===== src/rtl/core/jlcg_pkg.sv =====
package jlcg_pkg;

	localparam int SEED_W      = 48;
	localparam int MUL_CHUNK_W = 12;
	localparam int MUL_CHUNKS  = 3;
	localparam int DIV_STEPS   = 31;

	localparam logic [SEED_W-1:0] LCG_MULT = 48'h0005_DEEC_E66D;
	localparam logic [SEED_W-1:0] LCG_ADD  = 48'h0000_0000_000B;
	// multiplier padded to a whole number of chunks
	localparam logic [MUL_CHUNK_W*MUL_CHUNKS-1:0] LCG_MULT_EXT = 36'h5_DEEC_E66D;

	typedef logic [2:0] kind_t;

	localparam kind_t KIND_LOAD   = 3'd0;
	localparam kind_t KIND_TOP    = 3'd1;
	localparam kind_t KIND_BOUND  = 3'd2;
	localparam kind_t KIND_MINMAX = 3'd3;
	localparam kind_t KIND_LONG   = 3'd4;
	localparam kind_t KIND_DOUBLE = 3'd5;

	typedef enum logic [2:0] {
		ST_IDLE,
		ST_ADV,
		ST_WAIT,
		ST_PROD,
		ST_POW,
		ST_DIV,
		ST_DWAIT,
		ST_CHECK
	} state_t;

endpackage


===== src/rtl/core/jlcg_div.sv =====
module jlcg_div (
	input  logic        clk,
	input  logic        arst_n,
	input  logic        start,
	input  logic [30:0] dividend,
	input  logic [31:0] divisor,
	output logic        done,
	output logic [31:0] remainder
);
	import jlcg_pkg::*;

	logic        run_q;
	logic        done_q;
	logic [4:0]  cnt_q;
	logic [31:0] rem_q;
	logic [30:0] dvd_q;
	logic [31:0] dvs_q;
	logic [32:0] trial;
	logic [32:0] diff;
	logic [31:0] rem_d;

	// restoring remainder, one dividend bit per cycle
	always_comb begin
		trial = {rem_q, dvd_q[30]};
		diff  = trial - {1'b0, dvs_q};
		rem_d = diff[32] ? trial[31:0] : diff[31:0];
	end

	always_ff @(posedge clk or negedge arst_n) begin
		if (!arst_n) begin
			run_q  <= 1'b0;
			done_q <= 1'b0;
			cnt_q  <= '0;
		end else begin
			done_q <= 1'b0;
			if (start) begin
				run_q <= 1'b1;
				cnt_q <= '0;
			end else if (run_q) begin
				if (cnt_q == 5'(DIV_STEPS - 1)) begin
					run_q  <= 1'b0;
					done_q <= 1'b1;
				end else begin
					cnt_q <= cnt_q + 5'd1;
				end
			end
		end
	end

	always_ff @(posedge clk) begin
		if (start) begin
			rem_q <= '0;
			dvd_q <= dividend;
			dvs_q <= divisor;
		end else if (run_q) begin
			rem_q <= rem_d;
			dvd_q <= {dvd_q[29:0], 1'b0};
		end
	end

	assign done      = done_q;
	assign remainder = rem_q;

endmodule


===== config.mk =====
export PLATFORM = sky130hd
export DESIGN_NAME = jlcg_div
export DESIGN_NICKNAME = d
export VERILOG_FILES = /design/src/rtl/core/jlcg_pkg.sv /design/src/rtl/core/jlcg_div.sv
export SDC_FILE = /design/constraint.sdc
export NUM_CORES = 1
export LEC_CHECK = 0
export BUFFER_PORTS_ARGS = -buffer_cell sky130_fd_sc_hd__buf_2
export CAP_MARGIN = 20
export CORE_AREA = 4 4 114 116
export CTS_BUF_LIST = sky130_fd_sc_hd__clkbuf_16
export DETAILED_ROUTE_END_ITERATION = 6
export DIE_AREA = 0 0 118 120
export PLACE_DENSITY = 0.87
export SLEW_MARGIN = 10
export SYNTH_ARGS = -nofsm -noshare
export SYNTH_HDL_FRONTEND = slang
export SYNTH_SLANG_ARGS = --single-unit

===== constraint.sdc =====
create_clock -name clk -period 2.9 [get_ports clk]
set_input_delay 0.145 -clock clk [delete_from_list [all_inputs] [get_ports clk]]
set_output_delay 0.145 -clock clk [all_outputs]
set_load 0.02 [all_outputs]

==> metrics.md <==
| Metric | Value |
|---|---|
| Status | complete, but fails checks |
| Failing checks | negative setup slack |
| Seq/Total Area, Yosys | 44.5% |
| Synth Area per Inst | 10.1 sq um |
| Register bit total from synthesis | 102 |
| Setup_tns | -0.00137 ns |
| CTS sink count | 102 |
| Slew Limit Fails | 0 |
| Endpoint type of the worst setup path | flop |
| Slew @ Worst Pin | 0.623 ns |
| VDD IR max | 0.000427 V |
| Fin nets | 845 |
| Initial DRC Count | 393 |
| Top_reg_cell synth | edfxtp_1 |
| Switching Share | 43.0% |
| Clk buf depth | 2 |
| N_diodes | 0 |
| H-tree depth | 3 |
| Fillers | 907 |
| Starting Density | 51.1% |
| Vias/cell | 5.82 |
| Yosys top cell by area | edfxtp_1 |
| NetSw | 3.19 mW |
| Critical path fanouts, max | 15 |
| CTS Buf Count | 9 |
| Detail Placement HPWL | 10300 microns |
| Non-Filler Instances | 896 |
| Ports | 99 |
| Total GRT Usage | 20.8% |
| # setup viols final | 1 |
| Syn_nets | 703 |
| Drc violations | 0 |
| Synth cell types | 60 |
| Core Box Area | 11900 sq um |
| Post-Place Cells | 840 |
| First-pass GRT wire length | 24200 microns |
| Top post-synthesis cells by area | edfxtp_1, dfxtp_1, ha_1 |
| Fin crit share | 100% |
| Worst Setup Start Kind | flop |
| Post-synth EDFFs | 63 |
| Post-synth top cells | nand2_1, edfxtp_1, nor2_1, inv_1, a21oi_1 |
| IO buf count | 98 |
| Req. time, crit path | 3.12 ns |
| Period minus WS final | 2.90 ns |
| Placer Congestion | 0.933 |
| Number of global-route vias before repair | 5196 |
| CTS clk-pin slew, worst paths | 0.08 ns |
| Mapped Cells | 602 |
| Antenna-violating nets left | 0 |
| Yosys top cell area share | 31.1% |
| Clk_skew | 0.0132 ns |
| Kind of critical path | reg2reg |
| Routed vias | 5211 |
| FP Rows | 40 |
| Worst Hold Class | in2reg |
| Post-synthesis cell area | 6080 sq um |
| Clk root buf | clkbuf_16 |
| Max-slew headroom | 58.5% |
| Layout cell share with drive strength beyond 1 | 29.6% |
| Grt ovf | 0 |
| Worst setup margin | -0.00137 ns |
| Power share of the combinational group | 53.9% |
| CTS tree | yes |
| Worst skew pair latency | 0.36 ns |
| Largest net degree at the start of global routing | 34 |
| Routed WL | 15200 microns |
| Flop-to-flop setup slack | -0.001 ns |
| Synth-to-layout area growth | 26.3% |
| Max-Cap Viols | 0 |
| Async SR Flop Fraction | 6.86% |
| F_max | 345 MHz |
| Count leader, synth | nand2_1 |
| Final count of hold timing violations | 0 |
| Die Ht | 120 microns |
| DR pass1 iterations | 5 |
| Internal power | 4.22 mW |
| DIE WIDTH | 118 microns |
| WL/cell | 16.9 microns |
| Synth warn | 0 |
| Critical path data arrival time | 3.12 ns |
| Antenna violations before repair | 0 |
| Clk pwr share | 17.6% |
| Leakage power | 3.38 nW |
| Die Area | 14200 sq um |
| PD cells | 966 nW/um^2 |
| Flop pwr share | 28.4% |
| DP Worst Slack | -0.0600 ns |
-- layer usage --
metal	global-route usage, %	wire length (microns)
met1	24.3	6120
met4	7.91	350
met3	5.75	1190
met5	0	0
met2	36.5	7510
-- flip-flops by register name, summed over array words and instances, names as in the netlist --
name / count
cnt_q: 5
done: 1
dvd_q: 31
dvs_q: 32
remainder: 32
run_q: 1
-- metrics by stage --
stage          hold slack (ns)  cell area [sq um]  power (mW)  util (%)
5_1_grt                 0.0687               7680        7.86      64.5
3_3_place_gp           -0.0201               6810        5.58      57.2
4_1_cts                 0.0639               7500        7.12      62.9
2_1_floorplan           -0.151               6080        4.72         -
6_report                0.0666               7680        7.41      64.5
3_5_place_dp           -0.0126               6810        5.70      57.2
-- power groups by stage --
stage / Combinational, mW / Clock, mW / Sequential, mW
2_1_floorplan: 2.41 / 0 / 2.31
3_3_place_gp: 3.47 / 0 / 2.11
3_5_place_dp: 3.57 / 0 / 2.13
4_1_cts: 3.69 / 1.33 / 2.10
5_1_grt: 4.32 / 1.39 / 2.15
6_report: 4.00 / 1.31 / 2.11
-- layout make-up --
cell class | instances | area (sq um) | area share [%]
sequential | 102 | 2710 | 35.3
clock inverter | 7 | 103 | 1.34
tap | 147 | 184 | 2.40
multi-input combinational | 438 | 3280 | 42.7
inverter | 36 | 135 | 1.76
clock buffer | 9 | 225 | 2.93
timing repair buffer | 157 | 1040 | 13.6
-- final timing paths --
| path | from | endpoint | cells after the start |
|---|---|---|---|
| max | dvd_q[30]$_DFFE_PP_ | remainder[0]$_SDFFE_PP0P_ | 13 |
| min | dividend[0] | dvd_q[0]$_SDFFCE_PN0P_ | 2 |
| max reg2reg | dvd_q[30]$_DFFE_PP_ | remainder[0]$_SDFFE_PP0P_ | 13 |
| min reg2reg | remainder[16]$_SDFFE_PP0P_ | remainder[16]$_SDFFE_PP0P_ | 2 |
| max in group asynchronous | arst_n | run_q$_DFF_PN0_ | 2 |
| min in group asynchronous | arst_n | cnt_q[0]$_DFFE_PN0P_ | 2 |
-- what timing repair did --
item | 4_1_cts | 5_1_grt
cloned | 1 | 2
setup endpoints to repair | 24 | 32
hold endpoints to repair | 39 | 0
hold buffers | 33 | 0
resized for setup | 3 | 26
buffers inserted | 0 | 4
pin swaps | 3 | 17
-- worst max-delay path, stage by stage (launching register included) --
cell	delay (ns)
edfxtp_1	0.43
inv_2	0.09
ha_4	0.14
fa_2	0.21
nand2b_4	0.15
a21oi_4	0.07
o41a_1	0.38
a21oi_4	0.25
o21ai_4	0.11
a211oi_4	0.37
nor2_4	0.09
buf_12	0.16
o211ai_1	0.20
a21oi_1	0.11
-- cell families (layout without fill, tap and decap cells) --
group | count (synthesis) | after routing | share of synthesized area (%)
xor+xnor | 29 | 29 | 4.18
flops | 102 | 102 | 44.5
mux | 33 | 33 | 6.05
buf+inv | 65 | 209 | 4.51
compound gates | 146 | 147 | 19.0
fa+ha+maj | 35 | 35 | 7.33
simple gates | 192 | 194 | 14.4
-- placed cells by master, fill, tap and decap left out, types with 3 or more instances in the layout --
cell type      count
nor3_1             4
dfxtp_1           32
a311oi_2          18
xnor2_1           17
edfxtp_1          63
o2111ai_1          3
o21ai_1            4
clkbuf_16          9
dlygate4sd3_1     33
buf_2             97
o21a_1             3
nand4_1            8
dfrtp_1            6
o21ai_0           10
nor2_1            54
o211ai_1          10
a211oi_2           3
nand2b_1           8
nand2_1           71
and2_1             4
a21o_1            21
o21bai_1           6
mux2_2            30
a21oi_1           34
o31ai_1            3
and3_1             9
nor2b_1            5
xor2_1            12
inv_1             35
buf_4             25
a211oi_1           3
nand3_1           16
a311oi_1           6
a31oi_1            4
ha_1              31
Note: power is estimated with default switching activity, not from simulation.
