==> src/rtl/core/jlcg_pkg.sv <==
package jlcg_pkg;

	localparam int SEED_W      = 48;
	localparam int MUL_CHUNK_W = 12;
	localparam int MUL_CHUNKS  = 3;
	localparam int DIV_STEPS   = 31;

	localparam logic [SEED_W-1:0] LCG_MULT = 48'h0005_DEEC_E66D;
	localparam logic [SEED_W-1:0] LCG_ADD  = 48'h0000_0000_000B;
	// multiplier padded to a whole number of chunks
	localparam logic [MUL_CHUNK_W*MUL_CHUNKS-1:0] LCG_MULT_EXT = 36'h5_DEEC_E66D;

	typedef logic [2:0] kind_t;

	localparam kind_t KIND_LOAD   = 3'd0;
	localparam kind_t KIND_TOP    = 3'd1;
	localparam kind_t KIND_BOUND  = 3'd2;
	localparam kind_t KIND_MINMAX = 3'd3;
	localparam kind_t KIND_LONG   = 3'd4;
	localparam kind_t KIND_DOUBLE = 3'd5;

	typedef enum logic [2:0] {
		ST_IDLE,
		ST_ADV,
		ST_WAIT,
		ST_PROD,
		ST_POW,
		ST_DIV,
		ST_DWAIT,
		ST_CHECK
	} state_t;

endpackage

==> src/rtl/core/jlcg_mul.sv <==
module jlcg_mul (
	input  logic        clk,
	input  logic        arst_n,
	input  logic        start,
	input  logic [47:0] seed,
	output logic        done,
	output logic [47:0] next_seed
);
	import jlcg_pkg::*;

	logic                   run_q;
	logic                   done_q;
	logic [1:0]             cnt_q;
	logic [SEED_W-1:0]      seed_q;
	logic [SEED_W-1:0]      acc_q;
	logic [MUL_CHUNK_W-1:0] chunk;
	logic [SEED_W+MUL_CHUNK_W-1:0] prod;
	logic [SEED_W-1:0]      term;

	// seed * mult + add, one 12-bit slice of the multiplier per cycle
	always_comb begin
		chunk = LCG_MULT_EXT[cnt_q*MUL_CHUNK_W +: MUL_CHUNK_W];
		prod  = {{MUL_CHUNK_W{1'b0}}, seed_q} * {{SEED_W{1'b0}}, chunk};
		term  = prod[SEED_W-1:0] << (cnt_q * MUL_CHUNK_W);
	end

	always_ff @(posedge clk or negedge arst_n) begin
		if (!arst_n) begin
			run_q  <= 1'b0;
			done_q <= 1'b0;
			cnt_q  <= '0;
		end else begin
			done_q <= 1'b0;
			if (start) begin
				run_q <= 1'b1;
				cnt_q <= '0;
			end else if (run_q) begin
				if (cnt_q == 2'(MUL_CHUNKS - 1)) begin
					run_q  <= 1'b0;
					done_q <= 1'b1;
				end else begin
					cnt_q <= cnt_q + 2'd1;
				end
			end
		end
	end

	always_ff @(posedge clk) begin
		if (start) begin
			seed_q <= seed;
			acc_q  <= LCG_ADD;
		end else if (run_q) begin
			acc_q <= acc_q + term;
		end
	end

	assign done      = done_q;
	assign next_seed = acc_q;

endmodule

==> config.mk <==
export PLATFORM = sky130hd
export DESIGN_NAME = jlcg_mul
export DESIGN_NICKNAME = d
export VERILOG_FILES = /design/src/rtl/core/jlcg_pkg.sv /design/src/rtl/core/jlcg_mul.sv
export SDC_FILE = /design/constraint.sdc
export NUM_CORES = 1
export LEC_CHECK = 0
export ABC_AREA = 1
export BUFFER_PORTS_ARGS = -buffer_cell sky130_fd_sc_hd__buf_4
export CORE_ASPECT_RATIO = 0.75
export CORE_UTILIZATION = 50
export CTS_CLUSTER_DIAMETER = 100
export DETAILED_ROUTE_END_ITERATION = 10
export GPL_TIMING_DRIVEN = 1
export PLACE_DENSITY = 0.65
export SETUP_SLACK_MARGIN = 0.15
export SLEW_MARGIN = 30
export SYNTH_ARGS = -nofsm -noshare
export SYNTH_HDL_FRONTEND = slang
export SYNTH_SLANG_ARGS = --single-unit
==> constraint.sdc <==
create_clock -name clk -period 9.9 [get_ports clk]
set_input_delay 0.495 -clock clk [delete_from_list [all_inputs] [get_ports clk]]
set_output_delay 0.495 -clock clk [all_outputs]
set_load 0.02 [all_outputs]
==> qor.yml, run 1 <==
outcome:
  status: "complete, no violations"
hold_path:
  min_path_type: "input pin to register"
  hold_depth: 1
  worstHoldEndpoint: "seed_q[12]"
  hp-start: "seed[12]"
grt:
  grt_max_degree: 73
  grt_pass1_wl_um: 117500
  grt_use_total: 0.3265
  grt_pass1_vias: 20909
  overflow: 0
  grt_antenna_before_repair: 0
route:
  drtPass1Iterations: 5
  drc: 0
  antenna_left: 0
  drtIter0Drc: 2064
  wire_per_inst_um: 19.25
  viasPerCell: 5.358
  routed_wl_um: 74730
  num_vias: 20806
finish:
  layout_commonest_cell: "inv_1"
  final_layout_size_suffix_gt1_frac: 0.06448
  syn_to_final_growth_pct: 7.517
  final_cell_mix: "inv_1 (862), nand2_1 (633), fa_1 (381), nor2_1 (298), nand3_1 (175)"
  n_antenna_cell: 0
  nNetsFinal: 3849
  n_fill_cell: 4528
cts:
  numCtsBuffers: 9
  htreeDepth: 3
  clk_pin_slew_ps: 110
  cts_buffer_depth: 2
  root_buffer: "clkbuf_16"
  cts_tree: "yes"
  clk_latency_ps: 420
  cts.sinks: 100
floorplan:
  std_cell_rows: 68
  io_pins: 100
  dieArea_mm2: 0.04745
  die_w_um: 251.2
  initial_utilization: 0.5068
  core-area_mm2: 0.04594
  die_h_um: 188.9
sta:
  slew_violations: 0
  min_period_ps: 9069
  tns_ps: 0
  skew_ps: 23.93
  worst_pin_slew_ps: 910.7
  finalHoldViolations: 0
  rsz0062_at_grt: "no"
  min_period_over_period: 0.9161
  setup_violations: 0
  max_slew_margin: 0.3891
  max_freq_mhz: 110.3
synthesis:
  synth_edf_count: 48
  yosysWarnings: 0
  syn_inst: 3223
  ys_async_sr_fraction: 0.04000
  ys.flop_type: "edfxtp_1"
  syn_area_mm2: 0.02329
  ys_types: 58
  synth-seq-cells: 100
  syn_nets: 3789
  avgSynthCellArea_um2: 7.225
  ys_seq_area_frac: 0.1075
critical_path:
  r2r_slack_ps: 830
  max_stage_delay_ps: 540
  cp.required_ps: 10190
  crit_path_max_fanout: 21
  path_class: "register to register"
  worst-endpoint-arrival_ps: 9360
  r2r_start: "cnt_q[0]"
  r2r_cells: 38
  start_kind: "register"
  worst_setup_path_end_kind: "register"
  cpMostUsedCell: "inv_1"
  critPathSlowestCell: "fa_1"
  r2r-end: "next_seed[42]"
place:
  port_buffers: 99
  dpl.hpwl_um: 63960
  gp_congestion: 1.023
flow_run:
  cap_violations: 0
==> repair_timing <==
action	4_1_cts	5_1_grt
gates resized for setup	0	16
hold endpoints to repair	4	0
buffers inserted	0	0
endpoints found under the setup margin	0	8
hold buffers	1	0
==> through the flow <==
| stage | cells | setup slack (ps) | cell area [µm²] | util | hold slack (ps) |
|---|---|---|---|---|---|
| finish | 3883 | 830.8 | 25040 | 0.5449 | 244.4 |
| global route | 3883 | 233.5 | 25040 | 0.5449 | 230.8 |
| CTS | 3883 | 816.0 | 24960 | 0.5433 | 228.1 |
| detailed placement | 3866 | 863.6 | 24670 | 0.5369 | 312.5 |
| global placement | 3866 | 856.5 | 24670 | 0.5369 | 312.4 |
| floorplan | 3223 | 1438 | 23290 | - | 199.4 |
==> metal layers <==
layer,GRT usage,routed length (µm),vias up
met5,0,0,-
met4,0.07176,1500,0
met3,0.08771,7934,100
met2,0.4790,30850,880
met1,0.4801,34450,9961
li1,-,-,9865
==> synth_stat cells, drive strengths merged, types with 2 or more instances <==
cell type  number  area share
or2            11      0.0030
edfxtp         48       0.062
a21oi         159       0.036
xnor2          25      0.0094
fa            381        0.33
o221a           2     0.00097
o22ai           3     0.00081
nand3         183       0.041
nand4          18      0.0048
o21ai         127       0.029
nand3b         13      0.0042
xor2           26      0.0098
nor3           15      0.0041
nand2         642        0.10
buf            40      0.0069
and2            2     0.00054
clkbuf         34      0.0055
a21boi          3     0.00097
nor2          307       0.050
o21bai         28      0.0092
dfrtp           4      0.0043
ha            134       0.072
nor4            5      0.0016
and3            2     0.00054
dfxtp          48       0.041
inv           870        0.14
a21o           26      0.0084
a31oi          18      0.0048
o211ai         26      0.0086
o221ai          9      0.0034
o21a            5      0.0016
==> worst max-delay path, delay by kind of cell, from the launching register on <==
family	cells	cell delay [ps]
buf+inv	7	890
fa+ha+maj	8	3730
flops	1	470
simple gates	11	1500
xor+xnor	1	100
compound gates	11	2240
==> sequential cells by signal (all words and copies together) (netlist names) <==
register and cells:
cnt_q 2, run_q 1, done 1, next_seed 48
seed_q 48
==> layout make-up <==
type / count / area [µm²] / area share
clock buffers: 9 / 225.2 / 0.008996
inverters: 871 / 3269 / 0.1306
repair buffers: 123 / 933.4 / 0.03728
flip-flops and latches: 100 / 2505 / 0.1000
multi-input cells: 2178 / 17300 / 0.6910
clock inverters: 7 / 58.81 / 0.002349
well taps: 595 / 744.5 / 0.02974
==> worst max path at each step <==
stage                  start            end  depth (start not counted)
floorplan           cnt_q[0]  next_seed[42]                         48
global placement    cnt_q[1]  next_seed[41]                         41
detailed placement  cnt_q[1]  next_seed[42]                         44
CTS                 cnt_q[1]  next_seed[42]                         44
global route        cnt_q[0]  next_seed[42]                         43
finish              cnt_q[0]  next_seed[42]                         38
==> cells by family (layout without fill, tap and decap cells) <==
| logic type | count (synthesis) | in the layout | synth area share |
|---|---|---|---|
| xor gates and xnor gates | 51 | 51 | 0.01918 |
| and+or+nand+nor | 1200 | 1200 | 0.2149 |
| DFF | 100 | 100 | 0.1075 |
| adders and majority gates | 515 | 515 | 0.3995 |
| buffers and inverters | 945 | 1010 | 0.1528 |
| AOI/OAI and AO/OA | 411 | 411 | 0.1057 |
| muxes | 1 | 1 | 0.0004299 |
Power of run 1 is not shown: default switching activity piles up to over one toggle a cycle in this logic, so the estimate is an artifact.
==> inputs of run 2 (changes only) <==
--- a/config.mk
+++ b/config.mk
@@ -9,11 +9,13 @@
 export BUFFER_PORTS_ARGS = -buffer_cell sky130_fd_sc_hd__buf_4
 export CORE_ASPECT_RATIO = 0.75
 export CORE_UTILIZATION = 50
+export CTS_BUF_LIST = sky130_fd_sc_hd__clkbuf_4
 export CTS_CLUSTER_DIAMETER = 100
 export DETAILED_ROUTE_END_ITERATION = 10
 export GPL_TIMING_DRIVEN = 1
 export PLACE_DENSITY = 0.65
 export SETUP_SLACK_MARGIN = 0.15
+export SKIP_LAST_GASP = 1
 export SLEW_MARGIN = 30
 export SYNTH_ARGS = -nofsm -noshare
 export SYNTH_HDL_FRONTEND = slang
==> constraint.sdc (replaced) <==
create_clock -name clk -period 11 [get_ports clk]
set_input_delay 0.55 -clock clk [delete_from_list [all_inputs] [get_ports clk]]
set_output_delay 0.55 -clock clk [all_outputs]
set_load 0.02 [all_outputs]
==> run 2 against run 1 <==
Via count up 0.10%. Register-to-register slack better by 500 ps. Final area down 0.29%. Final cell count up 0.33%. Clock skew up 29 ps. Critical path type unchanged. Largest cell class unchanged.
==> qor.yml, run 2 (synthesis gave the netlist of run 1 again) <==
cts:
  clk_pin_slew_ps: 240  # +130 ps
  cts_resized: 0  # unchanged
  cts_hold_buf: 13  # +12
  cts.sinks: 100  # unchanged
  cts_tree: "yes"
  clk_latency_ps: 690  # +270 ps
  cts_setup_buffers: 0  # unchanged
  cts_buffer_depth: 2  # unchanged
  root_buffer: "clkbuf_4"
  numCtsBuffers: 9  # unchanged
  htreeDepth: 3  # unchanged
floorplan:
  std_cell_rows: 68  # unchanged
  core-area_mm2: 0.04594  # unchanged
  die_w_um: 251.2  # unchanged
  initial_utilization: 0.5068  # unchanged
  die_h_um: 188.9  # unchanged
  dieArea_mm2: 0.04745  # unchanged
  io_pins: 100  # unchanged
place:
  port_buffers: 99  # unchanged
  dpl.hpwl_um: 63960  # about the same
  place_ws_ps: 1616  # +752.6 ps
  gp_congestion: 1.027  # +0.40%
sta:
  max_freq_mhz: 103.4  # -6.2%
  min_period_over_period: 0.8789  # -0.03714
  max_slew_margin: 0.3966  # +0.007454
  slew_violations: 0  # unchanged
  min_period_ps: 9668  # +599.2 ps
  setup_violations: 0  # unchanged
  tns_ps: 0  # unchanged
  skew_ps: 52.83  # +28.90 ps
  worst_pin_slew_ps: 903.8  # -6.867 ps
  finalHoldViolations: 0  # unchanged
  rsz0062_at_grt: "no"
  worst_slack_ps: 1332  # +500.8 ps
route:
  viasPerCell: 5.346  # -0.23%
  num_vias: 20827  # +0.10%
  drc: 0  # unchanged
  routed_wl_um: 74860  # +0.17%
  drtPass1Iterations: 8  # +3
  antenna_left: 0  # unchanged
  wire_per_inst_um: 19.21  # -0.16%
  drtIter0Drc: 2063  # -0.048%
critical_path:
  path_class: "register to register"
  crit_start: "cnt_q[1]"
  worst_setup_path_end_kind: "register"
  cpMostUsedCell: "nand2_1"
  worst-endpoint-arrival_ps: 10280  # +920 ps
  crit_path_max_fanout: 26  # +24%
  start_kind: "register"
  r2r_start: "cnt_q[1]"
  critPathSlowestCell: "ha_2"
  cp.required_ps: 11610  # +1420 ps
  max_stage_delay_ps: 750  # +210 ps
finish:
  final_cell_mix: "inv_1 (862), nand2_1 (633), fa_1 (381), nor2_1 (304), nand3_1 (175)"
  layout_commonest_cell: "inv_1"
  final_layout_size_suffix_gt1_frac: 0.06100  # -0.003475
  nNetsFinal: 3856  # +0.18%
  syn_to_final_growth_pct: 7.200
grt:
  overflow: 0  # unchanged
  grt_antenna_before_repair: 2  # +2
  grt_max_degree: 73  # unchanged
  grt_pass1_wl_um: 117700  # +0.16%
  grt_use_total: 0.3277  # +0.001189
  grt_pass1_vias: 20681  # -1.1%
hold_path:
  min_path_type: "input pin to register"
  hp-start: "seed[4]"
flow_run:
  cap_violations: 0  # unchanged
outcome:
  status: "complete, no violations"
run 2: final timing paths:
kind,slack [ps],to,cells past startpoint
hold / removal,50,seed_q[4],1
max in group asynchronous,10640,run_q,2
setup reg to reg,1330,next_seed[45],41
hold reg to reg,540,next_seed[47],2
min in group asynchronous,170,cnt_q[1],2
setup / recovery,1330,next_seed[45],41
run 2: per-layer routing:
layer / global-route usage / vias up / routed length (µm)
met5: 0 / - / 0
met4: 0.05769 / 0 / 1126
met3: 0.08578 / 79 / 7876
met2: 0.4710 / 943 / 30600
met1: 0.4971 / 9944 / 35250
li1: - / 9861 / -
run 2: per-stage QoR:
| stage | area, µm² | utilization | std cells | hold WS, ps |
|---|---|---|---|---|
| floorplan | 23290 | - | 3223 | 254.4 |
| global placement | 24640 | 0.5364 | 3861 | 378.8 |
| detailed placement | 24640 | 0.5364 | 3861 | 376.3 |
| CTS | 24950 | 0.5430 | 3890 | 19.10 |
| global route | 24960 | 0.5433 | 3896 | -8.307 |
| finish | 24960 | 0.5433 | 3896 | 48.45 |
run 2: worst max-delay path, delay by kind of cell, from the launching register on:
kind | cells | cell delay, ps
buf+inv | 9 | 960
flops | 1 | 660
xor+xnor | 2 | 370
simple gates | 11 | 1510
fa+ha+maj | 8 | 3790
compound gates | 11 | 2260
run 2: final cells by class:
cell class	count	area (µm²)
repair buffers	130	1021
flip-flops and latches	100	2505
well taps	595	744.5
fillers	4550	20980
inverters	871	3269
clock inverters	6	100.1
multi-input cells	2178	17230
clock buffers	10	75.07
diodes	6	15.01
Power of run 2 is left out for the same reason.
==> inputs of run 3 (changes only) <==
--- a/config.mk
+++ b/config.mk
@@ -13,7 +13,7 @@
 export CTS_CLUSTER_DIAMETER = 100
 export DETAILED_ROUTE_END_ITERATION = 10
 export GPL_TIMING_DRIVEN = 1
-export PLACE_DENSITY = 0.65
+export PLACE_DENSITY = 0.78
 export SETUP_SLACK_MARGIN = 0.15
 export SKIP_LAST_GASP = 1
 export SLEW_MARGIN = 30
==> run 3 against run 2 <==
Routed wire length shrank 7.4%. Global-route usage shrank 2.1 points. Clock-buffer cell count shrank 1. Utilization hardly changed. Final area about the same. Critical path depth shrank 1. Via count down 0.15%. Final cell count hardly changed. Sequential share of layout area hardly changed. Clock skew down 14 ps. Critical path type unchanged. Largest cell class unchanged.
==> qor.yml, run 3 (synthesis gave the netlist of run 1 again) <==
floorplan:
  die_w_um: 251.2  # unchanged
  io_pins: 100  # unchanged
  core-area_mm2: 0.04594  # unchanged
  std_cell_rows: 68  # unchanged
  initial_utilization: 0.5068  # unchanged
  dieArea_mm2: 0.04745  # unchanged
  die_h_um: 188.9  # unchanged
route:
  drtIter0Drc: 2365  # +15%
  wl_met1_um: 31450  # -11%
  antenna_left: 0  # unchanged
  wl_met3_um: 7643  # -3.0%
  drtPass1Iterations: 6  # -2
  drc: 0  # unchanged
  viasPerCell: 5.334  # -0.23%
  num_vias: 20796  # -0.15%
  wl_met2_um: 29320  # -4.2%
  routed_wl_um: 69320  # -7.4%
  routed.top_layer: "met4"
  wire_per_inst_um: 17.78  # -7.5%
finish:
  nNetsFinal: 3861  # +0.13%
  layout_commonest_cell: "inv_1"
  stdcell_area_mm2: 0.02495  # about the same
  final_layout_size_suffix_gt1_frac: 0.05970  # -0.001305
  final_cell_mix: "inv_1 (864), nand2_1 (633), fa_1 (381), nor2_1 (304), nand3_1 (175)"
  syn_to_final_growth_pct: 7.157  # about the same
grt:
  overflow: 0  # unchanged
  grt_pass1_vias: 20749  # +0.33%
  grt_pass1_wl_um: 112200  # -4.7%
  grt_max_degree: 74  # +1.4%
  grt_antenna_before_repair: 2  # unchanged
  grt_use_total: 0.3071  # -0.02056
sta:
  min_period_ps: 9430  # -238.0 ps
  tns_ps: 0  # unchanged
  rsz0062_at_grt: "no"
  max_freq_mhz: 106.0  # +2.5%
  skew_ps: 38.77  # -14.06 ps
  finalHoldViolations: 0  # unchanged
  max_slew_margin: 0.3534  # -0.04320
  slew_violations: 0  # unchanged
  worst_slack_ps: 1570  # +238.0 ps
  min_period_over_period: 0.8573  # -0.02164
  setup_violations: 0  # unchanged
  worst_pin_slew_ps: 970.0  # +66.12 ps
critical_path:
  worst_setup_path_end_kind: "register"
  start_kind: "register"
  r2r_cells: 40  # -2.4%
  path_class: "register to register"
  critPathSlowestCell: "ha_2"
  crit_buf_inv: 8  # -1
  r2r_slack_ps: 1570  # +240 ps
  r2r_start: "cnt_q[1]"
  crit_path_max_fanout: 56  # +120%
  cpMostUsedCell: "nand3_1"
  max_stage_delay_ps: 920  # +170 ps
  cp.required_ps: 11620  # about the same
  cpLargestDelayFamily: "adder cells"
  r2r-end: "next_seed[47]"
  worst-endpoint-arrival_ps: 10050  # -230 ps
place:
  place_ws_ps: 1823  # +206.6 ps
  gp_congestion: 1.025  # -0.22%
  dpl.hpwl_um: 59250  # -7.4%
  port_buffers: 99  # unchanged
  place_area_mm2: 0.02463  # about the same
cts:
  cts.sinks: 100  # unchanged
  htreeDepth: 3  # unchanged
  numCtsBuffers: 9  # unchanged
  cts_tree: "yes"
  clk_pin_slew_ps: 220  # -20 ps
  cts_buffer_depth: 2  # unchanged
  root_buffer: "clkbuf_4"
  cts_hold_buf: 18  # +5
  clk_latency_ps: 660  # -30 ps
  cts_resized: 0  # unchanged
  cts_setup_buffers: 0  # unchanged
flow_run:
  cap_violations: 0  # unchanged
hold_path:
  min_path_type: "input pin to register"
  hold_depth: 1  # unchanged
  worstHoldEndpoint: "seed_q[8]"
  hp-start: "seed[8]"
outcome:
  status: "complete, no violations"
[run 3: cell types whose count changed in the layout (fill, tap and decap cells not counted), moves of 2 or more]
cell / change
bufinv_16: -2
diode_2: -2
dlygate4sd3_1: +5
inv_1: +2
inv_2: -2
inv_8: +2
[run 3: routing by layer]
layer / track usage / vias up
met4: 0.05066 / 0
met3: 0.07960 / 64
met1: 0.4547 / 9833
li1: - / 9892
met5: 0 / -
met2: 0.4573 / 1007
[run 3: how the worst max path moves through the flow]
stage | start | to | slack, ps | cells after the start
finish | cnt_q[1] | next_seed[47] | 1570 | 40
global route | cnt_q[1] | next_seed[41] | 940 | 42
CTS | cnt_q[1] | next_seed[41] | 1740 | 42
detailed placement | cnt_q[1] | next_seed[41] | 1820 | 42
global placement | cnt_q[1] | next_seed[45] | 1790 | 42
floorplan | cnt_q[0] | next_seed[42] | 2540 | 48
[run 3: cell type report]
cell class	count	area, µm²
Timing Repair Buffer	135	1059
Clock inverter	7	66.31
Sequential cell	100	2504
Fill cell	4452	20990
Antenna cell	4	10.01
Multi-Input combinational cell	2178	17230
Inverter	871	3269
Clock buffer	9	67.56
Tap cell	595	744.5
[run 3: per-stage QoR]
| step | hold slack [ps] | utilization | instances |
|---|---|---|---|
| finish | 70.31 | 0.5431 | 3899 |
| global route | 18.87 | 0.5431 | 3899 |
| CTS | 1.581 | 0.5429 | 3895 |
| detailed placement | 361.7 | 0.5361 | 3861 |
| global placement | 359.9 | 0.5361 | 3861 |
| floorplan | 254.4 | - | 3223 |
Power of run 3 is left out for the same reason.
